**src/rtl/gpioei_pkg.sv**
```systemverilog
`timescale 1ns / 1ps

package gpioei_pkg;

    localparam int PIN_COUNT_DEF  = 32;
    localparam int BANK_COUNT_DEF = 2;

    localparam int KIND_W = 2;
    localparam int REG_W  = 4;

    // Beat kinds
    localparam logic [KIND_W-1:0] KIND_IDLE  = 2'd0;
    localparam logic [KIND_W-1:0] KIND_READ  = 2'd1;
    localparam logic [KIND_W-1:0] KIND_WRITE = 2'd2;

    // Register map
    localparam logic [REG_W-1:0] REG_BANK_EN  = 4'd0;
    localparam logic [REG_W-1:0] REG_DIR      = 4'd1;
    localparam logic [REG_W-1:0] REG_SET_DATA = 4'd2;
    localparam logic [REG_W-1:0] REG_CLR_DATA = 4'd3;
    localparam logic [REG_W-1:0] REG_INPUT    = 4'd4;
    localparam logic [REG_W-1:0] REG_SET_RISE = 4'd5;
    localparam logic [REG_W-1:0] REG_CLR_RISE = 4'd6;
    localparam logic [REG_W-1:0] REG_SET_FALL = 4'd7;
    localparam logic [REG_W-1:0] REG_CLR_FALL = 4'd8;
    localparam logic [REG_W-1:0] REG_STATUS   = 4'd9;

endpackage

```
**src/rtl/gpio_edge_interrupt_controller.sv**
```systemverilog
`timescale 1ns / 1ps
// An accepted beat is registered in the result or skid register. Throughput: one item
// per cycle while skid_reg is empty; a two-entry result buffer (result register plus
// skid register) keeps input accepted while one finished result waits downstream.
// Reset (rst_n, async, active low): every pin an input, latch, trigger enables,
// status, bank enables and last pin sample cleared; both result slots empty.

module gpio_edge_interrupt_controller #(
    parameter int PIN_COUNT  = gpioei_pkg::PIN_COUNT_DEF,
    parameter int BANK_COUNT = gpioei_pkg::BANK_COUNT_DEF,
    localparam int RD_W      = (PIN_COUNT > BANK_COUNT) ? PIN_COUNT : BANK_COUNT
) (
    input  logic                          clk,
    input  logic                          rst_n,
    // item channel
    input  logic                          item_valid,
    output logic                          item_stall,
    input  logic [gpioei_pkg::KIND_W-1:0] kind,
    input  logic [gpioei_pkg::REG_W-1:0]  reg_index,
    input  logic [RD_W-1:0]               write_data,
    input  logic [PIN_COUNT-1:0]          pins_in,
    // result channel
    output logic                          result_valid,
    input  logic                          result_stall,
    output logic [RD_W-1:0]               read_data,
    output logic [PIN_COUNT-1:0]          pins_out,
    output logic [PIN_COUNT-1:0]          out_enable,
    output logic [BANK_COUNT-1:0]         bank_irq
);

    import gpioei_pkg::*;

    localparam int BANK_SIZE = PIN_COUNT / BANK_COUNT;

    typedef struct packed {
        logic [RD_W-1:0]       read_data;
        logic [PIN_COUNT-1:0]  pins_out;
        logic [PIN_COUNT-1:0]  out_enable;
        logic [BANK_COUNT-1:0] bank_irq;
    } result_t;

    // Architectural state
    logic [PIN_COUNT-1:0]  dir_reg,      dir_next;
    logic [PIN_COUNT-1:0]  latch_reg,    latch_next;
    logic [PIN_COUNT-1:0]  rise_en_reg,  rise_en_next;
    logic [PIN_COUNT-1:0]  fall_en_reg,  fall_en_next;
    logic [PIN_COUNT-1:0]  status_reg,   status_next;
    logic [BANK_COUNT-1:0] bank_en_reg,  bank_en_next;
    logic [PIN_COUNT-1:0]  sample_reg;

    // Result buffer: result_reg drives the ports, skid_reg catches a beat
    // that arrives while the result port is stalled.
    result_t result_reg;
    result_t skid_reg;
    logic    result_valid_reg;
    logic    skid_valid_reg;

    logic                  item_accept;
    logic                  result_take;
    logic [PIN_COUNT-1:0]  wd;
    logic [PIN_COUNT-1:0]  edges;
    logic [PIN_COUNT-1:0]  clr;
    logic [RD_W-1:0]       rd;
    logic [BANK_COUNT-1:0] irq;
    result_t               result_new;

    // Input is held off only while the skid slot is occupied.
    assign item_stall  = skid_valid_reg;
    assign item_accept = item_valid & ~item_stall;
    assign result_take = result_valid_reg & ~result_stall;

    assign wd = write_data[PIN_COUNT-1:0];

    // Edges use the trigger enables held before this beat's write.
    assign edges = (pins_in & ~sample_reg & rise_en_reg)
                 | (~pins_in & sample_reg & fall_en_reg);

    // Register access decode: read mux and next state.
    always_comb
    begin
        rd           = '0;
        clr          = '0;
        dir_next     = dir_reg;
        latch_next   = latch_reg;
        rise_en_next = rise_en_reg;
        fall_en_next = fall_en_reg;
        bank_en_next = bank_en_reg;

        unique case (kind)
            KIND_READ:
            begin
                unique case (reg_index) inside
                    REG_BANK_EN:                rd = RD_W'(bank_en_reg);
                    REG_DIR:                    rd = RD_W'(dir_reg);
                    REG_SET_DATA, REG_CLR_DATA: rd = RD_W'(latch_reg);
                    REG_INPUT:                  rd = RD_W'(pins_in);
                    REG_SET_RISE, REG_CLR_RISE: rd = RD_W'(rise_en_reg);
                    REG_SET_FALL, REG_CLR_FALL: rd = RD_W'(fall_en_reg);
                    REG_STATUS:                 rd = RD_W'(status_reg);
                    default:                    rd = '0;
                endcase
            end
            KIND_WRITE:
            begin
                unique case (reg_index)
                    REG_BANK_EN:  bank_en_next = write_data[BANK_COUNT-1:0];
                    REG_DIR:      dir_next     = wd;
                    REG_SET_DATA: latch_next   = latch_reg | wd;
                    REG_CLR_DATA: latch_next   = latch_reg & ~wd;
                    REG_SET_RISE: rise_en_next = rise_en_reg | wd;
                    REG_CLR_RISE: rise_en_next = rise_en_reg & ~wd;
                    REG_SET_FALL: fall_en_next = fall_en_reg | wd;
                    REG_CLR_FALL: fall_en_next = fall_en_reg & ~wd;
                    REG_STATUS:   clr          = wd;
                    default:      ;
                endcase
            end
            default: ;
        endcase
    end

    // A new edge beats a write-1-to-clear on the same beat.
    assign status_next = (status_reg & ~clr) | edges;

    // Bank requests: remainder pins beyond the last full bank belong to none.
    for (genvar k = 0; k < BANK_COUNT; k++)
    begin : g_bank
        localparam logic [PIN_COUNT-1:0] BANK_MASK =
            ({PIN_COUNT{1'b1}} >> (PIN_COUNT - BANK_SIZE)) << (k * BANK_SIZE);
        assign irq[k] = bank_en_next[k] & (|(status_next & BANK_MASK));
    end

    always_comb
    begin
        result_new.read_data  = rd;
        result_new.pins_out   = latch_next;
        result_new.out_enable = ~dir_next;
        result_new.bank_irq   = irq;
    end

    // State registers advance on every accepted beat.
    always_ff @(posedge clk or negedge rst_n)
    begin
        if (!rst_n)
        begin
            dir_reg     <= '1;
            latch_reg   <= '0;
            rise_en_reg <= '0;
            fall_en_reg <= '0;
            status_reg  <= '0;
            bank_en_reg <= '0;
            sample_reg  <= '0;
        end
        else if (item_accept)
        begin
            dir_reg     <= dir_next;
            latch_reg   <= latch_next;
            rise_en_reg <= rise_en_next;
            fall_en_reg <= fall_en_next;
            status_reg  <= status_next;
            bank_en_reg <= bank_en_next;
            sample_reg  <= pins_in;
        end
    end

    // Result buffer control.
    always_ff @(posedge clk or negedge rst_n)
    begin
        if (!rst_n)
        begin
            result_valid_reg <= 1'b0;
            skid_valid_reg   <= 1'b0;
        end
        else if (item_accept)
        begin
            // Skid is empty here; the new beat goes to whichever slot frees up.
            if (!result_valid_reg || result_take)
                result_valid_reg <= 1'b1;
            else
                skid_valid_reg <= 1'b1;
        end
        else if (result_take)
        begin
            result_valid_reg <= skid_valid_reg;
            skid_valid_reg   <= 1'b0;
        end
    end

    // Result payload, no reset needed.
    always_ff @(posedge clk)
    begin
        if (item_accept)
        begin
            if (!result_valid_reg || result_take)
                result_reg <= result_new;
            else
                skid_reg <= result_new;
        end
        else if (result_take && skid_valid_reg)
        begin
            result_reg <= skid_reg;
        end
    end

    assign result_valid = result_valid_reg;
    assign read_data    = result_reg.read_data;
    assign pins_out     = result_reg.pins_out;
    assign out_enable   = result_reg.out_enable;
    assign bank_irq     = result_reg.bank_irq;

endmodule

```
**config.mk**
```make
export PLATFORM = sky130hd
export DESIGN_NAME = gpio_edge_interrupt_controller
export DESIGN_NICKNAME = d
export VERILOG_FILES = /design/src/rtl/gpioei_pkg.sv /design/src/rtl/gpio_edge_interrupt_controller.sv
export SDC_FILE = /design/constraint.sdc
export NUM_CORES = 1
export LEC_CHECK = 0
export BUFFER_PORTS_ARGS = -buffer_cell sky130_fd_sc_hd__buf_2
export CORE_MARGIN = 3
export CORE_UTILIZATION = 30
export CTS_BUF_LIST = sky130_fd_sc_hd__clkbuf_16
export DETAILED_ROUTE_END_ITERATION = 8
export GPL_ROUTABILITY_DRIVEN = 0
export SKIP_CTS_REPAIR_TIMING = 1
export SYNTH_ARGS = -nofsm -noshare
export SYNTH_HDL_FRONTEND = slang
export SYNTH_SLANG_ARGS = --single-unit
```
**constraint.sdc**
```tcl
create_clock -name clk -period 10.3 [get_ports clk]
set_clock_uncertainty 0.2 [all_clocks]
set_input_delay 3.09 -clock clk [delete_from_list [all_inputs] [get_ports clk]]
set_output_delay 3.09 -clock clk [all_outputs]
set_load 0.05 [all_outputs]
```
## After elaboration in Yosys (flattened, before gate mapping)

Index checks and enable logic that the tools add are counted.

| word-level totals | value |
|---|---|
| register bits after elaboration | 392 |
| input bits | 74 |
| output and inout bits | 100 |
| word-level logic and storage cells | 95 |

| operators by class | value |
|---|---|
| eq/ne operators | 13 |
| multiplexer cells | 21 |
| bitwise logic cells | 25 |
| reduce and logical (&&, ||, !) cells | 19 |

Operator list:

| operator | number |
|---|---|
| $mux 98 | 3 |
| $and 32x32->32 | 8 |
| $pmux 32 s7 | 1 |
| $mux 32 | 6 |
| $pmux 32 s2 | 3 |
| $not 32->32 | 5 |
| $or 32x32->32 | 5 |
| $reduce_or 16->1 | 2 |
| $eq 4x3->1 const B | 4 |
| $eq 4x2->1 const B | 2 |
| $eq 4x4->1 const B | 2 |
| $reduce_and 2->1 | 4 |
| $reduce_bool 2->1 | 4 |
| $mux 1 | 6 |
| $reduce_and 3->1 | 2 |
| $reduce_or 2->1 | 3 |
| $and 1x1->1 | 4 |
| $eq 4x1->1 const B | 1 |
| $logic_not 4->1 | 1 |
| $mux 2 | 2 |
| $not 1->1 | 3 |
| $eq 2x1->1 const B | 1 |
| $eq 2x2->1 const B | 1 |
| $ne 2x1->1 const B | 1 |
| other kinds (4) | 4 |

## Depth between registers and ports, before layout

Gate-level depths: netlist of run 1.

| logic depth | value |
|---|---|
| depth after elaboration | 10 |
| gate-level depth with buffers | 9 |
| mapped depth without buffers | 6 |

## Worst setup path before layout of run 1

OpenSTA, ideal clock, no wires.

| timing | value |
|---|---|
| kind | input to register |
| start | in item_valid |
| end | reg result_reg (netlist bit bank_irq[0]) (enable) |
| setup time | 0.556 ns |
| arrival time | 7.386 ns |
| required time | 9.544 ns |
| setup slack | 2.158 ns |
| stages | 3 |
| buffers on the path | 0 |
| cells stage by stage | a21oi_1 -> a21oi_1 -> nor2_1 |

| between the ends | value |
|---|---|
| word-level cells in the longest chain between the ends | 3 |
| elaborated cells between the ends (all ways) | 4 |
| those cells by class | eq/ne (1); bitwise (1); reduce/logical (2) |

Ends and longest elaborated chain:

| element | line | source |
|---|---|---|
| start: declaration | gpio_edge_interrupt_controller.sv:16 | `input logic item_valid,` |
| $and 1x1->1 (*) | gpio_edge_interrupt_controller.sv:69 | `assign item_accept = item_valid & ~item_stall;` |
| $ne 2x1->1 (no line) or $reduce_bool 2->1 (tied branches) | -- |  |
| $reduce_and 2->1 (no line) (*) | -- |  |
| end signal: assignment | gpio_edge_interrupt_controller.sv:195 | `result_reg <= result_new;` |
| end signal: assignment | gpio_edge_interrupt_controller.sv:201 | `result_reg <= skid_reg;` |
| end: declaration | gpio_edge_interrupt_controller.sv:53 | `result_t result_reg;` |

Every way passes the cells marked *; elsewhere a longest branch is shown, timed or not.
A chain may end at the register's enable or synchronous reset.

## Worst setup path after layout of run 1

| timing | value |
|---|---|
| start | in reg_index[3] (netlist bit) |
| end | reg result_reg (netlist bit bank_irq[1]), data pin |

| between the ends | value |
|---|---|
| word-level cells in the longest chain between the ends | 10 |
| elaborated cells between the ends (all ways) | 13 |
| those cells by class | eq/ne (1); mux (6); bitwise (4); reduce/logical (2) |

Ends and longest elaborated chain:

| element | line | source |
|---|---|---|
| start: declaration | gpio_edge_interrupt_controller.sv:19 | `input logic [gpioei_pkg::REG_W-1:0] reg_index,` |
| $eq 4x4->1 | gpio_edge_interrupt_controller.sv:105 | `unique case (reg_index)` |
| $mux 32 | gpio_edge_interrupt_controller.sv:105 |  |
| $mux 32 | gpio_edge_interrupt_controller.sv:89 | `unique case (kind)` |
| $not 32->32 | gpio_edge_interrupt_controller.sv:123 | `assign status_next = (status_reg & ~clr) \| edges;` |
| $and 32x32->32 | gpio_edge_interrupt_controller.sv:123 |  |
| $or 32x32->32 | gpio_edge_interrupt_controller.sv:123 |  |
| $reduce_or 16->1 | gpio_edge_interrupt_controller.sv:130 | `assign irq[k] = bank_en_next[k] & (\|(status_next & BANK_MASK));` |
| $and 1x1->1 (*) | gpio_edge_interrupt_controller.sv:130 |  |
| $mux 98 (*) | gpio_edge_interrupt_controller.sv:194 | `if (!result_valid_reg \|\| result_take)` |
| $mux 98 (*) | gpio_edge_interrupt_controller.sv:192 | `if (item_accept)` |

Every way passes the cells marked *; elsewhere a longest branch is shown, timed or not. The select of a mux whose other input is x is not followed.

==> summary.txt, run 1 <==
status - finished, final reports clean
r2r startpoint - item_stall
utilization after layout - 35.7%
Final setup viols - 0
post-route cell area - 20400 um2
fillers - 5676
PD cells - 290 nW/um2
post-route antenna net violation count - 0
Final min period - 6.31 ns
Setup Total Neg Slack - 0 ns
Setup CP Type - in -> reg
most common cell after layout, fill and taps aside - nand2_1
CP max FO - 25
cell taking the most area after synthesis - edfxtp_1
sequential element share of the synthesized area - 61.8%
min-delay worst type - reg -> reg
reg2reg path depth - 5
Clock Path Buffers - 3
FFs w/ async S/R, synth - 50.0%
max-slew violation count - 0
Final nets - 1828
number of global-route vias before repair - 13.1k
RSZ-0062 raised after global routing - false
area grow syn2layout - 16.4%
Final HPWL DP - 36400 um
post-synthesis instance total - 1623
slew at the pin closest to its max-slew limit - 1.15 ns
GR peak layer - met2
multi-input logic area - 6110 um2
Rel. slew slack - 23.4%
initial antenna violation count - 21
routed wire length - 55400 um
Tot GR Track Use - 17.7%
DR vias - 13.5k
share of the synthesized area in the top cell type - 33.6%
r2r setup slk - 6.95 ns
drt first pass iters - 8
Min-Delay Path Depth - 2
met2 GRT Util - 30.6%
yosys warns - 0
I/O Buffers - 173
Placement Cell Area - 19200 um2
Routed WL per cell - 21.7 um
Netlist Area Pre-Place - 17500 um2
Starting Density - 30.7%
Worst Path Required - 10.38 ns
hold slack - 0.296 ns
met3 Use GR - 4.71%
Clock Sink Count - 392
top cells by area, synth - edfxtp_1 34%, dfrtp_1 23%, nand2_1 6.9%
Root Driver - clkbuf_16
Die Width - 248 um
TritonCTS clock tree - done
Core Footprint - 57100 um2
die area - 61400 um2
Clock Pin Slew Worst Setup and Hold Paths - 0.06 ns
Main synth FF type - edfxtp_1
dpl cells - 2467
drt drc - 0
Data arrival, critical path - 6.39 ns
startpoint types - input pin
Max Clk Rate - 158 MHz
Post-synth EDFFs - 196
layout cells sized above 1 - 18.9%
Max-Cap Viols - 0
Yosys cell types - 43
IO Count - 174
largest net degree at the start of global routing - 158
Die Y - 248 um
Mean Syn Cell Area - 10.8 um2
register area - 10800 um2
FP Rows - 87
H-tree Lvls - 2
hold path endpoint - sample_reg[8]
Syn Nets - 1697
post-route non-filler standard cell count - 2552
global route overflow - 0
vias per cell - 5.30
first-pass GRT wire length - 82200 um
Lkg Pwr - 8.21 nW
r2r endpoint - read_data[30]
met1 Use GR - 21.8%
Critical Path End Type - register
min-delay src - sample_reg[8]
most frequent cells in the layout - 320 x nand2_1, 196 x edfxtp_1, 194 x a21oi_1, 172 x buf_2, 164 x dfrtp_1
register bit total from synthesis - 392
First DRT Iteration DRCs - 1345
Worst VDD drop - 0.150 mV
cts bufs inserted - 41
Clock Latency Late Sink - 0.55 ns
final hold vios - 0
fin crit share - 61.3%
-- Yosys cell counts, drive strengths merged (6+ instances only) --
library cell  count
a21oi           194
a221oi           13
a222oi           19
a22o              6
a22oi            30
a31oi            73
buf              35
clkbuf           71
dfrtp           164
dfstp            32
edfxtp          196
inv              65
mux2             40
mux2i            47
nand2           321
nand3b           33
nor2            128
o211a             9
o211ai           16
o21a             43
o21ai            29
o31ai            27
-- how the worst max path moves through the flow --
stage | from | end | cells after the start
2_1_floorplan | item_valid | bank_irq[0] | 3
3_3_place_gp | reg_index[0] | bank_irq[0] | 8
3_5_place_dp | reg_index[3] | bank_irq[1] | 7
4_1_cts | reg_index[3] | bank_irq[1] | 7
5_1_grt | reg_index[0] | bank_irq[0] | 8
6_report | reg_index[3] | bank_irq[1] | 7
-- where the power goes --
| group | total, W | switching, W | internal (W) |
|---|---|---|---|
| logic | 0.00187 | 0.00135 | 0.000522 |
| clock network | 0.00137 | 0.000615 | 0.000752 |
| registers | 0.00268 | 0.000371 | 0.00231 |
-- cell type report --
type / count / share of cell area [%]
sequential: 392 / 53.0
multi-input combinational: 1060 / 29.9
clock buffer: 43 / 5.27
timing repair buffer: 194 / 5.12
tap: 756 / 4.63
inverter: 65 / 1.20
clock inverter: 33 / 0.686
antenna: 9 / 0.110
-- routing by layer --
| layer | wire length, um | vias up |
|---|---|---|
| li1 | - | 6127 |
| met3 | 4530 | 130 |
| met5 | 148 | - |
| met4 | 1580 | 24 |
| met2 | 27400 | 575 |
| met1 | 21800 | 6666 |
-- metrics by stage --
step                power (W)  worst slack, ns
floorplan             0.00399             2.16
global placement      0.00456             3.60
detailed placement    0.00461             3.54
CTS                   0.00598             4.12
global route          0.00625             3.87
finish                0.00592             3.99
-- kinds of logic after synthesis --
kind of cell / count (synthesis) / share of synthesized area, %
and+or+nand+nor: 512 / 12.4
AOI/OAI and AO/OA: 460 / 16.6
DFF: 392 / 61.8
buffers and inverters: 171 / 3.91
muxes: 87 / 5.25
xor gates and xnor gates: 1 / 0.0500
-- critical path, stage by stage --
cell	delay, ns
buf_2	0.63
nand4bb_2	0.93
o31ai_1	0.56
o211ai_1	0.16
or4_1	0.57
nor4_2	0.33
o31ai_1	0.09
No activity file was read; power rests on OpenSTA's default activity.
==> run 2, diff against run 1 <==
--- a/config.mk
+++ b/config.mk
@@ -5,6 +5,7 @@
 export SDC_FILE = /design/constraint.sdc
 export NUM_CORES = 1
 export LEC_CHECK = 0
+export ABC_AREA = 1
 export BUFFER_PORTS_ARGS = -buffer_cell sky130_fd_sc_hd__buf_2
 export CORE_MARGIN = 3
 export CORE_UTILIZATION = 30
==> constraint.sdc (replaced) <==
create_clock -name clk -period 6.15 [get_ports clk]
set_clock_uncertainty 0.2 [all_clocks]
set_input_delay 1.845 -clock clk [delete_from_list [all_inputs] [get_ports clk]]
set_output_delay 1.845 -clock clk [all_outputs]
set_load 0.05 [all_outputs]
==> summary.txt, run 2 <==
status - finished, final reports clean (unchanged)
Mean Syn Cell Area - 8.62 um2 (was 10.8 um2)
most common library cells after synthesis - 577 x nand2_1, 325 x inv_1, 245 x nor2_1, 222 x o21ai_0, 196 x edfxtp_1 (was 321 x nand2_1, 196 x edfxtp_1, 194 x a21oi_1, 164 x dfrtp_1, 128 x nor2_1)
TritonCTS clock tree - done (unchanged)
top cells by area, synth - edfxtp_1 32%, dfrtp_1 22%, nand2_1 12% (was edfxtp_1 34%, dfrtp_1 23%, nand2_1 6.9%)
Final min period - 4.50 ns
max layer used - met5 (unchanged)
post-route non-filler standard cell count - 3074 (was 2552)
first-pass GRT wire length - 85000 um (was 82200 um)
worst path cell trace - buf_2 -> nor2_2 -> inv_2 -> o21ai_4 -> nand2_1 -> nor2_4 -> nand2_1 -> nand2_1 -> o21ai_1 (was buf_2 -> nand4bb_2 -> o31ai_1 -> o211ai_1 -> or4_1 -> nor4_2 -> o31ai_1)
Die Width - 253 um (was 248 um)
routed wire length - 55400 um (about the same)
Data arrival, critical path - 4.72 ns (was 6.39 ns)
Setup Total Neg Slack - 0 ns (unchanged)
yosys warns - 0 (unchanged)
met3 wire length - 4100 um (was 4530 um)
die area - 63800 um2 (was 61400 um2)
utilization after layout - 35.9% (was 35.7%)
cts bufs inserted - 46 (was 41)
drt drc - 0 (unchanged)
CP max FO - 33 (was 25)
WL met1 - 24800 um (was 21800 um)
largest net degree at the start of global routing - 160 (was 158)
PD cells - 451 nW/um2 (was 290 nW/um2)
post-route antenna net violation count - 0 (unchanged)
area grow syn2layout - 17.1% (was 16.4%)
Lkg Pwr - 9.18 nW (was 8.21 nW)
mux contribution to synthesized area - 0.110% (was 5.25%)
min-delay worst type - reg -> reg (unchanged)
First DRT Iteration DRCs - 1361 (was 1345)
Post-synth EDFFs - 196 (unchanged)
Synth Area in Adders - 0% (unchanged)
slew at the pin closest to its max-slew limit - 1.36 ns (was 1.15 ns)
initial antenna violation count - 14 (was 21)
Setup CP Type - in -> reg (unchanged)
max-slew violation count - 0 (unchanged)
layout cells sized above 1 - 13.2% (was 18.9%)
Clock Latency Late Sink - 0.57 ns (was 0.55 ns)
Core Footprint - 59600 um2 (was 57100 um2)
vias per cell - 4.84 (was 5.30)
RSZ-0062 raised after global routing - false (unchanged)
Max Clk Rate - 222 MHz
most common cell in the netlist - nand2_1 (unchanged)
Yosys cell types - 29 (was 43)
compound-gate portion of the synthesized area - 13.8% (was 16.6%)
Critical Path End Type - register (unchanged)
share of the synthesized area in the top cell type - 32.3% (was 33.6%)
Max-Cap Viols - 0 (unchanged)
post-synthesis instance total - 2117 (was 1623)
Post-Synth XOR/XNOR Area - 0% (was 0.0500%)
Final setup viols - 0 (unchanged)
drt first pass iters - 8 (unchanged)
Final nets - 2328 (was 1828)
CP top delay family - simple AND/OR/NAND/NOR gates (unchanged)
Netlist Area Pre-Place - 18200 um2 (was 17500 um2)
Main synth FF type - edfxtp_1 (unchanged)
startpoint types - input pin (unchanged)
register bit total from synthesis - 392 (unchanged)
largest family of logic cells by synthesized area - simple AND/OR/NAND/NOR gates (was compound AO/OA/AOI/OAI gates)
Clock Pin Slew Worst Setup and Hold Paths - 0.06 ns (about the same)
Slowest Stage Delay on Critical Path - 1.02 ns (was 0.93 ns)
FFs w/ async S/R, synth - 50.0% (unchanged)
global route overflow - 0 (unchanged)
Starting Density - 30.6% (was 30.7%)
Die Y - 253 um (was 248 um)
number of global-route vias before repair - 14.6k (was 13.1k)
CP most frequent cell - nand2_1 (was o31ai_1)
most frequent cells in the layout - 572 x nand2_1, 342 x inv_1, 243 x nor2_1, 222 x o21ai_0, 196 x edfxtp_1 (was 320 x nand2_1, 196 x edfxtp_1, 194 x a21oi_1, 172 x buf_2, 164 x dfrtp_1)
Clock Sink Count - 392 (unchanged)
Clock Path Buffers - 3 (unchanged)
final hold vios - 0 (unchanged)
Worst Path Required - 6.37 ns (was 10.38 ns)
H-tree Lvls - 2 (unchanged)
dpl cells - 2979 (was 2467)
most common cell after layout, fill and taps aside - nand2_1 (unchanged)
fin crit share - 73.2%
Root Driver - clkbuf_16 (unchanged)
CP Buf/Inv Count - 2 (was 1)
cell taking the most area after synthesis - edfxtp_1 (unchanged)
DR vias - 14.9k (was 13.5k)
Tot GR Track Use - 17.2% (was 17.7%)
Routed WL per cell - 18.0 um (was 21.7 um)
Synth Area in Simple Gates - 17.6% (was 12.4%)
FP Rows - 89 (was 87)
Worst path slowest cell - o21ai_4 (was nand4bb_2)
Worst VDD drop - 0.205 mV (was 0.150 mV)
fillers - 6050 (was 5676)
Syn Nets - 2191 (was 1697)
IO Count - 174 (unchanged)
DR WL met2 - 25000 um (was 27400 um)
Rel. slew slack - 9.23% (was 23.4%)
Final HPWL DP - 34500 um (was 36400 um)
hold slack - 0.297 ns (was 0.296 ns)
sequential element share of the synthesized area - 59.4% (was 61.8%)
I/O Buffers - 173 (unchanged)
[run 2: cell count changes in the layout (fill, tap and decap cells not counted), sizes merged, moves of 31 or more]
cell,before,now
inv,80,350
nor2,128,251
o22ai,0,63
o21ai,29,295
a31oi,73,1
a21oi,194,32
mux2,40,0
o21bai,1,32
o21a,43,0
nand2,321,580
nand3b,33,1
mux2i,47,2
[run 2: cells by family (layout without fill, tap and decap cells)]
kind of cell | count (synthesis) | in the layout
AND/OR/NAND/NOR | 844 | 844
AO/OA/AOI/OAI | 455 | 455
buffers and inverters | 424 | 599
flip-flops | 392 | 392
multiplexers | 2 | 2
other | 0 | 9
[run 2: worst paths after layout]
kind	endpoint	depth (start not counted)	slack, ns	from
worst max-delay path	register	9	1.65	reg_index[3]
worst min-delay path	dir_reg[0]	2	0.30	dir_reg[0]
worst max register to register	register	8	2.98	item_stall
worst min register to register	dir_reg[0]	2	0.30	dir_reg[0]
max in group asynchronous	asynchronous set/reset pin	2	3.49	rst_n
min in group asynchronous	item_stall	1	1.13	rst_n
[run 2: routing by layer]
layer	vias up	global-route usage (%)
met3	112	3.66
met4	4	5.29
met2	565	26.7
met5	-	0
met1	7121	24.1
li1	7081	-
[run 2: cell type report]
cell class | instances | area, um2 | share of cell area [%]
antenna | 9 | 22.5 | 0.105
clock buffer | 51 | 1280 | 5.97
clock inverter | 35 | 175 | 0.820
inverter | 329 | 1240 | 5.82
multi-input combinational | 1301 | 5830 | 27.3
sequential | 392 | 10800 | 50.7
tap | 773 | 967 | 4.53
timing repair buffer | 184 | 1020 | 4.77
[run 2: metrics by stage]
stage	instance area, um2	setup WS, ns	power (W)
final	21400	1.65	0.00964
after global routing	21400	1.42	0.0102
after CTS	21300	1.71	0.00975
after detailed placement	19900	1.10	0.00707
after global placement	19900	1.23	0.00700
after floorplan	18200	0.475	0.00621
[run 2: where the power goes]
| part | total (W) | switching [W] | internal [W] | leakage [nW] |
|---|---|---|---|---|
| clock network | 0.00264 | 0.00112 | 0.00152 | 0.790 |
| registers | 0.00406 | 0.000347 | 0.00371 | 4.13 |
| logic | 0.00294 | 0.00226 | 0.000687 | 4.26 |
| total | 0.00964 | 0.00372 | 0.00592 | 9.18 |
[run 2: worst register-to-register path, stage by stage, from the launching register on]
cell,delay (ns)
dfrtp_1,0.40
inv_1,0.10
nand2_4,0.31
inv_6,0.62
nand2_1,0.18
nor2_4,0.85
nand2_1,0.19
nand2_1,0.11
o21ai_1,0.06
